**src/hw/rtl/slip_crc8_frame_receiver_top_macros.svh**
```systemverilog
// ---------------------------------------------------------------------------
// SLIP CRC-8 frame receiver: assertion macros
// Clocked assertions on clk, with and without the reset qualifier.
// ---------------------------------------------------------------------------
`ifndef SLIP_CRC8_FRAME_RECEIVER_TOP_MACROS_SVH
`define SLIP_CRC8_FRAME_RECEIVER_TOP_MACROS_SVH

// checked only out of reset
`define SLIPCRC_ASSERT(lbl, prop, msg) \
  lbl: assert property (@(posedge clk) disable iff (!rst_n) prop) else $error(msg);

// checked on every edge, reset included
`define SLIPCRC_ASSERT_ALWAYS(lbl, prop, msg) \
  lbl: assert property (@(posedge clk) prop) else $error(msg);

`endif

```
**src/hw/rtl/slipcrc_pkg.sv**
```systemverilog
// ---------------------------------------------------------------------------
// SLIP CRC-8 frame receiver package
// Framing codes, status codes, result record and the CRC-8 byte update.
// ---------------------------------------------------------------------------
package slipcrc_pkg;

  localparam int unsigned MAX_FRAME_BYTES = 64;
  localparam int unsigned CNT_W           = 7;

  localparam logic [7:0] SLIP_END      = 8'hC0;
  localparam logic [7:0] LINE_ESC      = 8'hDB;
  localparam logic [7:0] LINE_ESC_END  = 8'hDC;
  localparam logic [7:0] LINE_ESC_ESC  = 8'hDD;
  localparam logic [7:0] CRC_POLY      = 8'h07;

  localparam logic KIND_BYTE   = 1'b0;
  localparam logic KIND_CLEAR  = 1'b1;
  localparam logic RES_PAYLOAD = 1'b0;
  localparam logic RES_REPORT  = 1'b1;

  typedef enum logic [1:0] {
    ST_GOOD     = 2'd0,
    ST_CRC_ERR  = 2'd1,
    ST_SHORT    = 2'd2,
    ST_OVERFLOW = 2'd3
  } status_t;

  typedef struct packed {
    logic        result_kind;
    logic [7:0]  payload_byte;
    status_t     frame_status;
    logic [4:0]  sender_address;
    logic [31:0] sequence_number;
    logic [4:0]  word_count;
  } result_t;

  function automatic logic [7:0] crc8_update(logic [7:0] c, logic [7:0] b);
    logic [7:0] v;
    v = c ^ b;
    for (int i = 0; i < 8; i++) begin
      v = v[7] ? ((v << 1) ^ CRC_POLY) : (v << 1);
    end
    return v;
  endfunction

endpackage

```
**src/hw/rtl/slipcrc_core.sv**
```systemverilog
// ---------------------------------------------------------------------------
// SLIP CRC-8 frame receiver: frame core
// Escape decode, CRC-8, frame bookkeeping and sequence extension; one
// request per step.
// ---------------------------------------------------------------------------
module slipcrc_core (
  input  logic                 clk,
  input  logic                 rst_n,
  input  logic                 step,
  input  logic                 kind,
  input  logic [7:0]           rx_byte,
  output logic                 res_valid,
  output slipcrc_pkg::result_t res
);
  import slipcrc_pkg::*;

  logic             escape_r, escape_nxt;
  logic [7:0]       crc_r, crc_nxt;
  logic [CNT_W-1:0] count_r, count_nxt;
  logic [7:0]       held_r, held_nxt;
  logic [7:0]       header_r, header_nxt;
  logic             overflow_r, overflow_nxt;
  logic [31:0]      seq_r, seq_nxt;
  logic [1:0]       prev_r, prev_nxt;

  logic [7:0]       dec;
  logic [1:0]       cyc;
  logic [1:0]       cyc_delta;
  logic [CNT_W-1:0] cnt_m3;
  status_t          status;

  always_comb begin
    escape_nxt   = escape_r;
    crc_nxt      = crc_r;
    count_nxt    = count_r;
    held_nxt     = held_r;
    header_nxt   = header_r;
    overflow_nxt = overflow_r;
    seq_nxt      = seq_r;
    prev_nxt     = prev_r;
    res_valid    = 1'b0;
    res          = '0;

    dec = rx_byte;
    if (escape_r && rx_byte == LINE_ESC_END) begin
      dec = SLIP_END;
    end else if (escape_r && rx_byte == LINE_ESC_ESC) begin
      dec = LINE_ESC;
    end

    cyc       = header_r[6:5];
    cyc_delta = cyc - prev_r;
    cnt_m3    = count_r - CNT_W'(3);

    if (overflow_r) begin
      status = ST_OVERFLOW;
    end else if (count_r < CNT_W'(3)) begin
      status = ST_SHORT;
    end else if (crc_r != 8'h00) begin
      status = ST_CRC_ERR;
    end else begin
      status = ST_GOOD;
    end

    if (kind == KIND_CLEAR) begin
      seq_nxt  = '0;
      prev_nxt = '0;
    end else if (rx_byte == SLIP_END) begin
      escape_nxt = 1'b0;
      if (count_r != '0 || overflow_r) begin
        res_valid              = 1'b1;
        res.result_kind        = RES_REPORT;
        res.frame_status       = status;
        res.sender_address     = header_r[4:0];
        res.sequence_number    = seq_r;
        if (status == ST_GOOD) begin
          seq_nxt             = seq_r + {30'd0, cyc_delta};
          prev_nxt            = cyc;
          res.sequence_number = seq_nxt;
          res.word_count      = cnt_m3[5:1];
        end
        crc_nxt      = '0;
        count_nxt    = '0;
        overflow_nxt = 1'b0;
      end
    end else if (rx_byte == LINE_ESC) begin
      escape_nxt = 1'b1;
    end else begin
      escape_nxt = 1'b0;
      if (count_r >= CNT_W'(MAX_FRAME_BYTES)) begin
        overflow_nxt = 1'b1;
      end else begin
        if (count_r >= CNT_W'(3)) begin
          res_valid        = 1'b1;
          res.result_kind  = RES_PAYLOAD;
          res.payload_byte = held_r;
        end
        if (count_r == '0) begin
          header_nxt = dec;
        end
        crc_nxt   = crc8_update(crc_r, dec);
        held_nxt  = dec;
        count_nxt = count_r + CNT_W'(1);
      end
    end

    if (!step) begin
      res_valid = 1'b0;
    end
  end

  always_ff @(posedge clk) begin
    if (!rst_n) begin
      escape_r   <= 1'b0;
      crc_r      <= '0;
      count_r    <= '0;
      held_r     <= '0;
      header_r   <= '0;
      overflow_r <= 1'b0;
      seq_r      <= '0;
      prev_r     <= '0;
    end else if (step) begin
      escape_r   <= escape_nxt;
      crc_r      <= crc_nxt;
      count_r    <= count_nxt;
      held_r     <= held_nxt;
      header_r   <= header_nxt;
      overflow_r <= overflow_nxt;
      seq_r      <= seq_nxt;
      prev_r     <= prev_nxt;
    end
  end

endmodule

```
**src/hw/rtl/slip_crc8_frame_receiver_top.sv**
```systemverilog
// ---------------------------------------------------------------------------
// SLIP CRC-8 frame receiver
// Path: input reg, core, result reg; a stalled result holds the input reg.
// Throughput: 1 request per cycle unless a result stalls; one-byte CRC-8 step.
// Reset: synchronous active-low rst_n clears frame state, sequence and valids.
// ---------------------------------------------------------------------------
`include "slip_crc8_frame_receiver_top_macros.svh"

module slip_crc8_frame_receiver_top (
  input  logic                 clk,
  input  logic                 rst_n,
  input  logic                 in_valid,
  output logic                 in_ready,
  input  logic                 in_kind,
  input  logic [7:0]           in_rx_byte,
  output logic                 out_valid,
  input  logic                 out_ready,
  output logic                 out_result_kind,
  output logic [7:0]           out_payload_byte,
  output logic [1:0]           out_frame_status,
  output logic [4:0]           out_sender_address,
  output logic [31:0]          out_sequence_number,
  output logic [4:0]           out_word_count
);
  import slipcrc_pkg::*;

  logic       s1_valid_r, s1_valid_nxt;
  logic       s1_kind_r;
  logic [7:0] s1_byte_r;
  logic       advance;
  logic       core_valid;
  result_t    core_res;
  logic       out_valid_r, out_valid_nxt;
  result_t    out_res_r;

  assign advance  = s1_valid_r && (!out_valid_r || out_ready);
  assign in_ready = !s1_valid_r || advance;

  slipcrc_core u_core (
    .clk      (clk),
    .rst_n    (rst_n),
    .step     (advance),
    .kind     (s1_kind_r),
    .rx_byte  (s1_byte_r),
    .res_valid(core_valid),
    .res      (core_res)
  );

  always_comb begin
    s1_valid_nxt = s1_valid_r;
    if (advance) begin
      s1_valid_nxt = 1'b0;
    end
    if (in_valid && in_ready) begin
      s1_valid_nxt = 1'b1;
    end
    out_valid_nxt = out_valid_r;
    if (out_ready) begin
      out_valid_nxt = 1'b0;
    end
    if (core_valid) begin
      out_valid_nxt = 1'b1;
    end
  end

  always_ff @(posedge clk) begin
    if (!rst_n) begin
      s1_valid_r  <= 1'b0;
      out_valid_r <= 1'b0;
    end else begin
      s1_valid_r  <= s1_valid_nxt;
      out_valid_r <= out_valid_nxt;
    end
    if (in_valid && in_ready) begin
      s1_kind_r <= in_kind;
      s1_byte_r <= in_rx_byte;
    end
    if (core_valid) begin
      out_res_r <= core_res;
    end
  end

  assign out_valid           = out_valid_r;
  assign out_result_kind     = out_res_r.result_kind;
  assign out_payload_byte    = out_res_r.payload_byte;
  assign out_frame_status    = out_res_r.frame_status;
  assign out_sender_address  = out_res_r.sender_address;
  assign out_sequence_number = out_res_r.sequence_number;
  assign out_word_count      = out_res_r.word_count;

  `SLIPCRC_ASSERT(a_payload_fields_zero, out_valid_r && out_res_r.result_kind == RES_PAYLOAD |-> out_res_r.frame_status == ST_GOOD && out_res_r.sequence_number == 32'd0 && out_res_r.word_count == 5'd0, "payload result carries report fields")
  `SLIPCRC_ASSERT(a_words_only_good, out_valid_r && out_res_r.word_count != 5'd0 |-> out_res_r.frame_status == ST_GOOD, "word count on a bad frame")
  `SLIPCRC_ASSERT(a_stall_blocks_input, s1_valid_r && out_valid_r && !out_ready |-> !in_ready && !advance, "input taken while result stalled")
  `SLIPCRC_ASSERT_ALWAYS(a_reset_clears_out, !rst_n |=> !out_valid_r && !s1_valid_r, "valid set after reset")

endmodule

```
**config.mk**
```make
export PLATFORM = sky130hd
export DESIGN_NAME = slip_crc8_frame_receiver_top
export DESIGN_NICKNAME = d
export VERILOG_FILES = /design/src/hw/rtl/slipcrc_pkg.sv /design/src/hw/rtl/slipcrc_core.sv /design/src/hw/rtl/slip_crc8_frame_receiver_top.sv
export VERILOG_INCLUDE_DIRS = /design/src /design/src/hw/rtl
export SDC_FILE = /design/constraint.sdc
export NUM_CORES = 1
export LEC_CHECK = 0
export BUFFER_PORTS_ARGS = -buffer_cell sky130_fd_sc_hd__buf_2
export CAP_MARGIN = 10
export CORE_MARGIN = 2
export CORE_UTILIZATION = 53
export DETAILED_ROUTE_END_ITERATION = 7
export PLACE_DENSITY_LB_ADDON = 0.05
export SLEW_MARGIN = 20
export SYNTH_ARGS = -nofsm -noshare
export SYNTH_HDL_FRONTEND = slang
export SYNTH_SLANG_ARGS = --single-unit
```
**constraint.sdc**
```tcl
create_clock -name clk -period 4.2 [get_ports clk]
set_clock_uncertainty 0.05 [all_clocks]
set_input_delay 0 -clock clk [delete_from_list [all_inputs] [get_ports clk]]
set_output_delay 0 -clock clk [all_outputs]
set_load 0.1 [all_outputs]
```
Yosys cells after proc, flatten, opt, wreduce, memory -nomap -nowiden --
Cells that the tools add are included.
Storage, ports and cells: memory bits (read-only) 0, latch bits 0, memories 0, bits in writable memories 0, output and inout port bits 55, bits in registers 130
Cells by class: bitwise operators 16, $lt $le $gt $ge 3, mux-type cells 51, shift operators 0, reduce and logical (&&, ||, !) cells 28, add/subtract/negate cells 4, equal/unequal tests 7, divide/modulo/power cells 0, multipliers 0
Operators with widths (number):
- $mux W32 | 4
- $mux W8 | 7
- $mux W37 | 1
- $add A32 B2 Y32 | 1
- $eq A8 B8 Y1 const B | 4
- $mux W7 | 4
- $mux W3 | 8
- $not A3 Y3 | 8
- $mux W1 | 19
- $mux W9 | 2
- $reduce_and A5 Y1 | 3
- $mux W2 | 6
- $reduce_bool A2 Y1 | 6
- $reduce_bool A8 Y1 | 1
- $xor A8 B8 Y8 | 1
- $add A7 B1 Y7 const B | 1
- $ge A7 B2 Y1 const B | 1
- $ge A7 B7 Y1 const B | 1
- $logic_not A7 Y1 | 1
- $lt A7 B2 Y1 const B | 1
- $not A1 Y1 | 7
- $reduce_bool A7 Y1 | 1
- $reduce_and A6 Y1 | 1
- $sub A6 B2 Y6 const B | 1
- other kinds (12) | 19

Longest topological paths before layout --
Gate-level depths: netlist of run 1.
word-level depth 24, mapped depth 11, mapped depth without buffers 11

Modules after synthesis --
A second synthesis of run 1 with hierarchy kept.
Second synthesis, totals: cells, all modules 677, area total of the unflattened synthesis 6493.7 sq um
Modules (own cells, without submodules):
- slipcrc_core | sequential area each 1321.3 sq um, cells an instance 606, times used 1, area each 4528.1 sq um
- slip_crc8_frame_receiver_top | sequential area each 1901.8 sq um, cells an instance 71, times used 1, area each 1965.6 sq um

Worst setup path before layout of run 1 --
No wires, ideal clock.
kind register -> register, start point register out_valid_r, in the netlist out_valid, end point register out_res_r, in the netlist out_frame_status[0] (enable), stages on the path, launching flop included 6, data arrival time 4.234 ns, period minus slack after synthesis 4.766 ns, library setup time 0.483 ns, path slack -0.566 ns, cells stage by stage dfxtp_1 > nor2b_1 > buf_2 > a2111oi_4 > nand3_1 > a21oi_1
On the way: cells in the longest elaborated chain, start to end 4
Ends and longest elaborated chain:
- start, declared | RTL line slip_crc8_frame_receiver_top.sv:33 | logic out_valid_r, out_valid_nxt;
- start signal, assigned | RTL line slip_crc8_frame_receiver_top.sv:72 | out_valid_r <= out_valid_nxt;
- $logic_not A1 Y1 | RTL line slip_crc8_frame_receiver_top.sv:36 | assign advance = s1_valid_r && (!out_valid_r || out_ready);
- $logic_or A1 B1 Y1 | RTL line slip_crc8_frame_receiver_top.sv:36
- $logic_and A1 B1 Y1 | RTL line slip_crc8_frame_receiver_top.sv:36
- $mux W1 | RTL line slipcrc_core.sv:107 | if (!step) begin
- net core_valid | RTL line slip_crc8_frame_receiver_top.sv:31 | logic core_valid;
- end signal, assigned | RTL line slip_crc8_frame_receiver_top.sv:79 | out_res_r <= core_res;
- end, declared | RTL line slip_crc8_frame_receiver_top.sv:34 | result_t out_res_r;
The timed path passes the listed nets, and every way through them passes these cells. A chain may end at the register's enable or synchronous reset.

Final worst setup path of run 1 --
start point register u_core.header_r[5], end point register out_res_r, in the netlist out_sequence_number[28] (data pin)
On the way: cells in the longest elaborated chain, start to end 3
Ends and longest elaborated chain:
- start, declared | RTL line slipcrc_core.sv:21 | logic [7:0] header_r, header_nxt;
- start signal, assigned | RTL line slipcrc_core.sv:127 | header_r <= header_nxt;
- $sub A2 B2 Y2 | RTL line slipcrc_core.sv:52 | cyc_delta = cyc - prev_r;
- $add A32 B2 Y32 | RTL line slipcrc_core.sv:77 | seq_nxt = seq_r + {30'd0, cyc_delta};
- $mux W37 | RTL line slipcrc_core.sv:76 | if (status == ST_GOOD) begin
No other way between the ends.

==> results of run 1 <==
==> state kept, by name (all words and copies together) (netlist names) <==
| register | count |
|---|---|
| out_frame_status | 2 |
| out_payload_byte | 8 |
| out_result_kind | 1 |
| out_sender_address | 5 |
| out_sequence_number | 32 |
| out_valid | 1 |
| out_word_count | 5 |
| s1_byte_r | 8 |
| s1_kind_r | 1 |
| s1_valid_r | 1 |
| u_core.count_r | 7 |
| u_core.crc_r | 8 |
| u_core.escape_r | 1 |
| u_core.header_r | 7 |
| u_core.held_r | 8 |
| u_core.overflow_r | 1 |
| u_core.prev_r | 2 |
| u_core.seq_r | 32 |
==> critical path, cell delays in order (launching register included) <==
cell and delay (ps):
dfxtp_1 350, inv_1 50, ha_1 180, xnor2_1 170, xnor2_1 160, inv_1 80, fa_1 450, nand4b_1 380
nor2_1 460, nand3_1 280, or3_1 380, a21oi_1 140
==> logic make-up after synthesis <==
family | count (synthesis)
flops | 130
mux | 8
buf+inv | 66
xor+xnor | 54
compound gates | 133
simple gates | 269
fa+ha+maj | 6
==> worst max-delay path by stage <==
stage                             startpoint                 endpoint  slack [ps]  cells after the start
after detailed placement  u_core.header_r[5]  out_sequence_number[30]         940                     11
after floorplan                    out_valid      out_frame_status[0]         630                      5
after CTS                 u_core.header_r[5]  out_sequence_number[28]         920                     11
final                     u_core.header_r[5]  out_sequence_number[28]         930                     11
after global routing      u_core.header_r[5]  out_sequence_number[30]         620                     11
after global placement    u_core.header_r[5]  out_sequence_number[26]        1020                     11
==> layout by cell type (no fill, tap or decap), types with 17 or more instances in the layout <==
cell,Yosys,final
a211oi_1,24,24
xor2_1,28,28
or3_1,17,17
nand4_1,19,19
dfxtp_1,68,68
xnor2_1,21,21
nand2_1,54,54
inv_1,21,21
and2_1,21,21
nor2_1,67,67
a21oi_1,47,46
nand3_1,36,36
edfxtp_1,62,62
buf_2,13,67
clkbuf_16,0,17
==> what timing repair did <==
item	CTS	global route
endpoints found under the hold margin	15	0
hold buffers	14	0
buffers inserted	0	0
setup endpoints to repair	0	0
==> power groups by stage <==
| stage | Combinational [mW] | Clock, mW | Sequential (mW) |
|---|---|---|---|
| 3_3_place_gp | 0.181 | 0 | 1.40 |
| 5_1_grt | 0.216 | 1.63 | 1.37 |
| 6_report | 0.199 | 1.55 | 1.37 |
| 2_1_floorplan | 0.154 | 0 | 1.39 |
| 3_5_place_dp | 0.185 | 0 | 1.40 |
| 4_1_cts | 0.196 | 1.58 | 1.37 |
==> per-layer routing <==
metal	vias to the layer above	GRT usage (%)	share of wire, %
li1	2549	-	-
met1	2465	33.1	49
met2	177	33.6	44
met3	20	4.71	5.6
met4	0	9.52	1.4
met5	-	0	0
==> through the flow <==
step	utilization [%]	total power, mW
floorplan	-	1.54
global placement	57.7	1.58
detailed placement	57.7	1.58
CTS	64.0	3.14
global route	64.0	3.21
finish	64.0	3.12
==> layout make-up <==
cell class	count	area, sq um
Fill cell	1019	4360
Sequential cell	130	3220
Multi-Input combinational cell	470	3090
Timing Repair Buffer	88	528
Clock buffer	19	443
Tap cell	168	210
Clock inverter	12	183
Inverter	21	78.8
==> impl_metrics.csv, run 1 <==
group,metric,value,unit
outcome,status,"finished clean",
drt,drt_pass1_iterations,5,
floorplanning,coreArea,12100,sq um
yosys,synth.most_common_cell,"dfxtp_1",
global_routing,grt_usage,22.9,%
yosys,synth_warnings,0,
placed_design,dp.final_hpwl,9230,microns
sta,worst_hold_slack,254,ps
global_routing,first_global_vias,4871,
yosys,synth.area.top_cells,"edfxtp_1 (28%), dfxtp_1 (21%), nor2_1 (3.8%), xor2_1 (3.7%), a21oi_1 (3.6%)",
setup_path,worst-r2r-cell-count,11,
yosys,ys_ff_latch,130,
pwr,internal-power,2.45,mW
yosys,synthXorXnorAreaFrac,8.19,%
yosys,synth_commonest_cells,"dfxtp_1 (68), nor2_1 (67), edfxtp_1 (62)",
yosys,synth_top_family_by_area,"simple AND/OR/NAND/NOR gates",
cts,cts-root-buf,"clkbuf_16",
floorplanning,placementRows,40,
worst_hold_path,hold_depth,2,
yosys,synth_area_per_cell,9.93,sq um
yosys,syn-instance-count,666,
pwr,pwr-share-clk,49.7,%
worst_hold_path,hold_path_class,"input pin to flip-flop",
drt,dr_total_vias,5211,
setup_path,cp-start-kind,"flip-flop",
yosys,synthSimpleGateAreaFrac,22.0,%
sta,timing.final.setup_violations,0,
sta,rsz0062_at_grt,"no",
placed_design,placed_area,6990,sq um
drt,antenna_left,0,
global_routing,grt_max_degree,57,
finish,fin_area,7760,sq um
cts,cts_buffers,17,
yosys,synth_top_area_cell,"edfxtp_1",
cts,htreeDepth,4,
yosys,synth_edf_count,62,
drt,wl,14800,microns
cts,cts_buffer_depth,2,
setup_path,r2r_slack,930,ps
cts,cts_num_sinks,130,
setup_path,critical_path_class,"flip-flop to flip-flop",
sta,relSlewSlack,25.4,%
sta,max_freq,305,MHz
sta,layout_setup_ws,926,ps
pwr,p_switching,678,uW
yosys,yosysUniqueCellTypes,61,
worst_hold_path,hold_end,"s1_byte_r[5]",
drt,vias_per_cell,5.74,
placed_design,dp.cells,863,
floorplanning,die_w,116,microns
worst_hold_path,min-delay-start,"in_rx_byte[5]",
yosys,netlist_area,6610,sq um
job,drv_cap,0,
finish,diodes,0,
pwr,netSwitchingFraction,21.7,%
yosys,yosys.area.top_type_share,28.2,%
setup_path,required,4410,ps
pwr,p_per_area,403,nW/um^2
yosys,synth_compound_area_share,13.9,%
cts,cts_tree,"built",
floorplanning,io_pins,68,
pwr,p_seq_share,43.9,%
setup_path,worst_setup_path_end_kind,"flip-flop",
yosys,seq_area_frac_synth,48.8,%
finish,drive_gt1_share,16.5,%
placed_design,pre_cts_slack,939,ps
floorplanning,start_util,54.6,%
sta,post-route-min-period,3270,ps
global_routing,grt_overflow,0,
drt,drt-initial-drc-count,343,
yosys,syn_nets,685,
yosys,synth_mux_area_share,1.21,%
pwr,vdd_drop_max,0.000224,V
sta,hold_violations,0,
drt,avgRoutedWirePerCell,16.3,microns
setup_path,r2r-end,"out_sequence_number[28]",
finish,nets,747,
cts,cts.repair.resized,0,
placed_design,place_congestion,0.822,
sta,slew_violations,0,
sta,min_period_over_period,78.0,%
setup_path,arrival,3480,ps
floorplanning,die_area,13400,sq um
floorplanning,die_height,116,microns
pwr,p_leak,2.47,nW
finish,final_cells,908,
pwr,p_comb_share,6.4,%
setup_path,r2r-start,"u_core.header_r[5]",
drt,drcViolationCount,0,
cts,clk_latency,410,ps
placed_design,io_buffer_count,67,
sta,worstMarginPinSlew,1120,ps
yosys,synth_ff_type,"dfxtp_1",
global_routing,grt_pass1_wl,24000,microns
sta,setup_tns,0,ps
yosys,synthAdderAreaFrac,1.25,%
global_routing,antenna_found_initial,0,
cts,clkTransAtPathRegs,60,ps
setup_path,crit_path_max_fanout,7,
yosys,async_reset_ff_share,0,%
finish,syn_to_final_growth,17.3,%
Power figures use the tool's default switching activity.
==> run 2, diff against run 1 <==
ABC_AREA = 1   (was unset)
clock period = 3 ns   (was 4.2 ns; I/O delays follow)
==> run 2 against run 1 <==
  * Core utilization increased by 0.27 points
  * Sequential share of layout area increased by 0.36 points
  * First-iteration DRC count up 52%
  * Area after synthesis shrank 2.0%
  * Routed wire length is 6.8% higher
  * Final cell count rose by 15%
  * Via count grew 7.4%
  * Sequential power grew 38%
  * Power increased by 28%
  * Combinational power is essentially flat
  * Flip-flop and latch count is the same
  * Critical path type unchanged
  * Critical endpoint is now out_sequence_number[30]
  * Largest cell class unchanged
  * Largest power group unchanged
==> impl_metrics.csv, run 2 <==
group,metric,value,unit
sta,min_period_over_period,93.1,%
finish,fin_util,64.3,%
setup_path,worst_setup_path_end_kind,"flip-flop",
drt,drt_pass1_iterations,7,
floorplanning,die_area,13100,sq um
yosys,seq_area_frac_synth,49.7,%
cts,htreeDepth,4,
setup_path,critical_path_class,"flip-flop to flip-flop",
worst_hold_path,min-delay-start,"in_rx_byte[2]",
placed_design,dp.final_hpwl,11200,microns
sta,timing.final.setup_violations,0,
setup_path,crit_path_max_fanout,4,
floorplanning,coreArea,12000,sq um
pwr,netSwitchingFraction,22.6,%
setup_path,arrival,2900,ps
drt,vias_per_cell,5.34,
pwr,p_leak,3.03,nW
yosys,synthXorXnorAreaFrac,5.95,%
yosys,synthSimpleGateAreaFrac,22.5,%
job,drv_cap,0,
yosys,yosysUniqueCellTypes,37,
yosys,synth_area_per_cell,8.09,sq um
finish,final_cell_mix,"nand2_1 (179), inv_1 (104), nor2_1 (82), a21oi_1 (82)",
yosys,yosys.area.top_type_share,28.7,%
yosys,synth.most_common_cell,"nand2_1",
finish,diodes,0,
cts,post_cts_buffers,0,
yosys,async_reset_ff_share,0,%
sta,max_freq,358,MHz
sta,layout_setup_ws,206,ps
global_routing,first_global_vias,5217,
finish,syn_to_final_growth,18.7,%
yosys,synth_top_family_by_area,"simple AND/OR/NAND/NOR gates",
setup_path,critPathLaunch,"u_core.header_r[5]",
drt,drt-initial-drc-count,521,
pwr,p_switching,907,uW
drt,avgRoutedWirePerCell,15.1,microns
yosys,synth_mux_area_share,0,%
finish,drive_gt1_share,15.5,%
yosys,synth_commonest_cells,"nand2_1 (179), inv_1 (106), nor2_1 (86)",
finish,fin_area,7690,sq um
worst_hold_path,hold_path_class,"input pin to flip-flop",
pwr,power,4.00,mW
cts,cts_buffers,17,
global_routing,grt_overflow,0,
floorplanning,die_height,115,microns
pwr,pwr-share-clk,47.8,%
cts,cts_tree,"built",
sta,hold_violations,0,
global_routing,antenna_found_initial,0,
cts,clkTransAtPathRegs,60,ps
setup_path,r2r-start,"u_core.header_r[5]",
pwr,vdd_drop_max,0.000267,V
pwr,p_comb_share,5.0,%
pwr,internal-power,3.10,mW
worst_hold_path,hold_depth,2,
yosys,netlist_area,6480,sq um
cts,clk_latency,410,ps
outcome,status,"finished clean",
cts,cts_buffer_depth,2,
finish,nets,907,
global_routing,grt_usage,25.1,%
floorplanning,io_pins,68,
finish,final_cells,1048,
setup_path,worst-r2r-cell-count,15,
global_routing,grt_max_degree,49,
floorplanning,placementRows,40,
sta,slew_violations,0,
yosys,synthAdderAreaFrac,1.27,%
drt,drcViolationCount,0,
cts,cts_num_sinks,130,
setup_path,cp-start-kind,"flip-flop",
global_routing,grt_pass1_wl,25700,microns
drt,dr_total_vias,5596,
yosys,synth_warnings,0,
floorplanning,die_w,115,microns
yosys,synth_ff_type,"dfxtp_1",
placed_design,pre_cts_slack,63.7,ps
drt,antenna_left,0,
yosys,synth_edf_count,62,
drt,wl,15800,microns
placed_design,io_buffer_count,67,
setup_path,required,3110,ps
sta,post-route-min-period,2790,ps
placed_design,placed_area,6970,sq um
yosys,synth_compound_area_share,11.6,%
yosys,synth_top_area_cell,"edfxtp_1",
yosys,syn_nets,820,
pwr,p_per_area,520,nW/um^2
pwr,p_seq_share,47.3,%
placed_design,dp.cells,1002,
yosys,synth.area.top_cells,"edfxtp_1 (29%), dfxtp_1 (21%), nand2_1 (10%), a21oi_1 (6.3%), inv_1 (6.1%)",
yosys,syn-instance-count,801,
placed_design,place_congestion,0.988,
cts,cts-root-buf,"clkbuf_16",
sta,relSlewSlack,38.0,%
finish,layout_commonest_cell,"nand2_1",
sta,worstMarginPinSlew,928,ps
floorplanning,start_util,54.2,%
yosys,ys_ff_latch,130,
## run 2: kinds of logic after synthesis
family	after synthesis
flip-flops	130
AO/OA/AOI/OAI	142
buffers and inverters	137
XOR/XNOR	44
AND/OR/NAND/NOR	342
adder cells (fa/ha/maj)	6
## run 2: path summary, 6_finish.rpt
| path | endpoint | slack [ps] |
|---|---|---|
| worst max-delay path | out_sequence_number[30] | 210 |
| worst min-delay path | s1_byte_r[2] | 240 |
| worst max register to register | out_sequence_number[30] | 210 |
| worst min register to register | u_core.held_r[2] | 400 |
## run 2: stage by stage
step,TNS (ps),hold WS [ps]
2_1_floorplan,0,48.9
3_3_place_gp,0,127
3_5_place_dp,0,128
4_1_cts,0,232
5_1_grt,-28.4,249
6_report,0,241
## run 2: layout make-up
class                           count  area [sq um]
Clock inverter                     13           111
Sequential cell                   130          3220
Timing Repair Buffer               94           598
Tap cell                          147           184
Inverter                          111           420
Clock buffer                       19           443
Multi-Input combinational cell    534          2710
Fill cell                         988          4270
## run 2: repair_timing
item / in CTS / in global routing
hold buffers: 14 / 0
resized for setup: 0 / 8
setup endpoints to repair: 0 / 20
hold endpoints to repair: 27 / 0
## run 2: metal layers
metal  routed length (microns)  up-vias  track usage [%]
met4                       108        0             6.83
met3                      1010       11             4.45
met2                      6940      204             37.3
met1                      7790     2608             37.6
met5                         0        -                0
li1                          -     2773                -
## run 2: critical path, stage by stage (launching register included)
cell and delay (ps):
dfxtp_1 330, inv_1 60, ha_1 270, inv_1 60
ha_1 170, inv_1 70, fa_2 410, nor2_4 170
inv_1 110, nor2_1 180, nand3_1 150, inv_1 90
nand2_1 60, xor2_1 160, o21ai_0 170, inv_1 60
## run 2: power by group through the flow
stage | sequential (mW) | combinational [mW] | clock (mW)
floorplan | 1.93 | 0.135 | 0
global route | 1.89 | 0.226 | 2.01
CTS | 1.89 | 0.197 | 1.93
finish | 1.89 | 0.198 | 1.91
detailed placement | 1.93 | 0.182 | 0
global placement | 1.93 | 0.177 | 0
==> run 3, diff against run 2 <==
ABC_AREA = unset   (was 1)
==> run 3 against run 2 <==
  * Design area increased by 3.5%
  * Via count decreased by 4.8%
  * Sequential power about the same
  * Flip-flop and latch count unchanged
  * Routed wire length decreased by 4.1%
  * Worst hold slack got worse by 0.54 ps
  * Largest cell class unchanged
==> impl_metrics.csv, run 3 (synthesis gave the netlist of run 1 again) <==
group,metric,value,unit
outcome,status,"finished clean",
setup_path,r2r-end,"out_sequence_number[22]",
setup_path,critPathLaunch,"u_core.header_r[5]",
floorplanning,placementRows,40,
placed_design,dp.final_hpwl,9920,microns
sta,min_period_over_period,95.0,%
sta,setup_tns,0,ps
setup_path,critPathBufInv,4,
cts,cts_tree,"built",
cts,cts_buffer_depth,2,
pwr,p_seq_share,46.5,%
drt,dr_total_vias,5330,
drt,vias_per_cell,5.69,
global_routing,grt_max_degree,48,
sta,hold_violations,0,
pwr,vdd_drop_max,0.000350,V
sta,layout_setup_ws,150,ps
cts,cts_num_sinks,130,
floorplanning,io_pins,68,
drt,drt-initial-drc-count,305,
drt,antenna_left,0,
finish,syn_to_final_growth,20.4,%
pwr,internal-power,3.21,mW
pwr,p_comb_share,6.9,%
sta,worstMarginPinSlew,682,ps
sta,relSlewSlack,54.2,%
setup_path,critical_path_class,"flip-flop to flip-flop",
floorplanning,die_area,13400,sq um
pwr,p_leak,2.61,nW
pwr,netSwitchingFraction,22.0,%
setup_path,worst_setup_path_end_kind,"flip-flop",
sta,max_freq,351,MHz
global_routing,first_global_vias,4852,
setup_path,cp_cell_sequence,"inv_1 -> ha_1 -> xnor2_2 -> xnor2_2 -> inv_1 -> fa_2 -> nand4b_1 -> buf_4 -> nor3_2 -> buf_4 -> nand4_1 -> xnor2_1 -> nor2_1",
floorplanning,start_util,54.6,%
finish,final_cell_mix,"buf_2 (67), nor2_1 (66), dfxtp_1 (66)",
worst_hold_path,hold_path_class,"input pin to flip-flop",
setup_path,r2r_slack,150,ps
placed_design,place_congestion,0.815,
sta,post-route-min-period,2850,ps
cts,clkTransAtPathRegs,60,ps
cts,cts-root-buf,"clkbuf_16",
setup_path,worst-r2r-cell-count,13,
finish,diodes,0,
drt,avgRoutedWirePerCell,16.2,microns
cts,htreeDepth,4,
placed_design,io_buffer_count,67,
placed_design,pre_cts_slack,-29.2,ps
finish,drive_gt1_share,20.7,%
setup_path,crit_family,"simple AND/OR/NAND/NOR gates",
sta,timing.final.setup_violations,0,
setup_path,cp-start-kind,"flip-flop",
drt,drt_pass1_iterations,6,
setup_path,arrival,2970,ps
setup_path,slowest_delay,360,ps
setup_path,cp_slowest_cell,"fa_2",
floorplanning,coreArea,12100,sq um
drt,wl,15200,microns
placed_design,placed_area,7170,sq um
setup_path,r2r-start,"u_core.header_r[5]",
worst_hold_path,hold_end,"s1_byte_r[6]",
job,drv_cap,0,
finish,fin_area,7960,sq um
setup_path,crit_path_max_fanout,7,
pwr,p_per_area,518,nW/um^2
finish,layout_commonest_cell,"buf_2",
drt,drcViolationCount,0,
finish,fin_util,65.7,%
worst_hold_path,min-delay-start,"in_rx_byte[6]",
pwr,p_switching,907,uW
worst_hold_path,hold_depth,2,
pwr,pwr-share-clk,46.6,%
finish,nets,775,
cts,clk_latency,420,ps
cts,cts_buffers,17,
floorplanning,die_height,116,microns
floorplanning,die_w,116,microns
setup_path,required,3120,ps
global_routing,antenna_found_initial,0,
global_routing,grt_overflow,0,
global_routing,grt_usage,23.4,%
sta,slew_violations,0,
global_routing,grt_pass1_wl,24300,microns
==> run 3: worst max-delay path by stage <==
| stage | endpoint | slack (ps) | cells past startpoint |
|---|---|---|---|
| 2_1_floorplan | out_frame_status[0] | 120 | 5 |
| 3_3_place_gp | u_core.seq_r[30] | 60 | 12 |
| 3_5_place_dp | u_core.seq_r[28] | -30 | 12 |
| 4_1_cts | u_core.seq_r[28] | 90 | 12 |
| 5_1_grt | out_sequence_number[22] | -20 | 13 |
| 6_report | out_sequence_number[22] | 150 | 13 |
==> run 3: layer usage <==
metal  vias to the layer above  track usage (%)  share of wire [%]
li1                       2608                -                  -
met1                      2513             34.8                 49
met2                       183             34.1                 44
met3                        26             4.60                5.2
met4                         0             8.41                1.7
met5                         -                0                  0
==> run 3: stage by stage <==
stage / power (mW) / std cells / hold WS (ps)
2_1_floorplan: 2.16 / 666 / 48.9
5_1_grt: 4.25 / 937 / 234
3_3_place_gp: 2.21 / 884 / 126
6_report: 4.12 / 937 / 240
4_1_cts: 4.14 / 931 / 224
3_5_place_dp: 2.22 / 884 / 128
==> run 3: repair_timing <==
action                                  CTS  global route
resized for setup                         0            10
setup buffers                             2             6
pin swaps                                 0             6
hold endpoints to repair                 18             0
endpoints found under the setup margin    2            15
hold buffers                             13             0
==> run 3: area by class of cell <==
class	count	area [sq um]
well taps	168	210
inverters	21	78.8
clock inverters	7	62.6
fillers	1008	4150
flip-flops and latches	130	3230
multi-input cells	470	3130
repair buffers	116	764
clock buffers	25	485
==> run 3: power by group through the flow <==
stage | clock, mW | combinational (mW) | sequential [mW]
floorplan | 0 | 0.215 | 1.94
global placement | 0 | 0.262 | 1.95
detailed placement | 0 | 0.269 | 1.95
CTS | 1.94 | 0.283 | 1.92
global route | 2.02 | 0.308 | 1.92
finish | 1.92 | 0.285 | 1.92
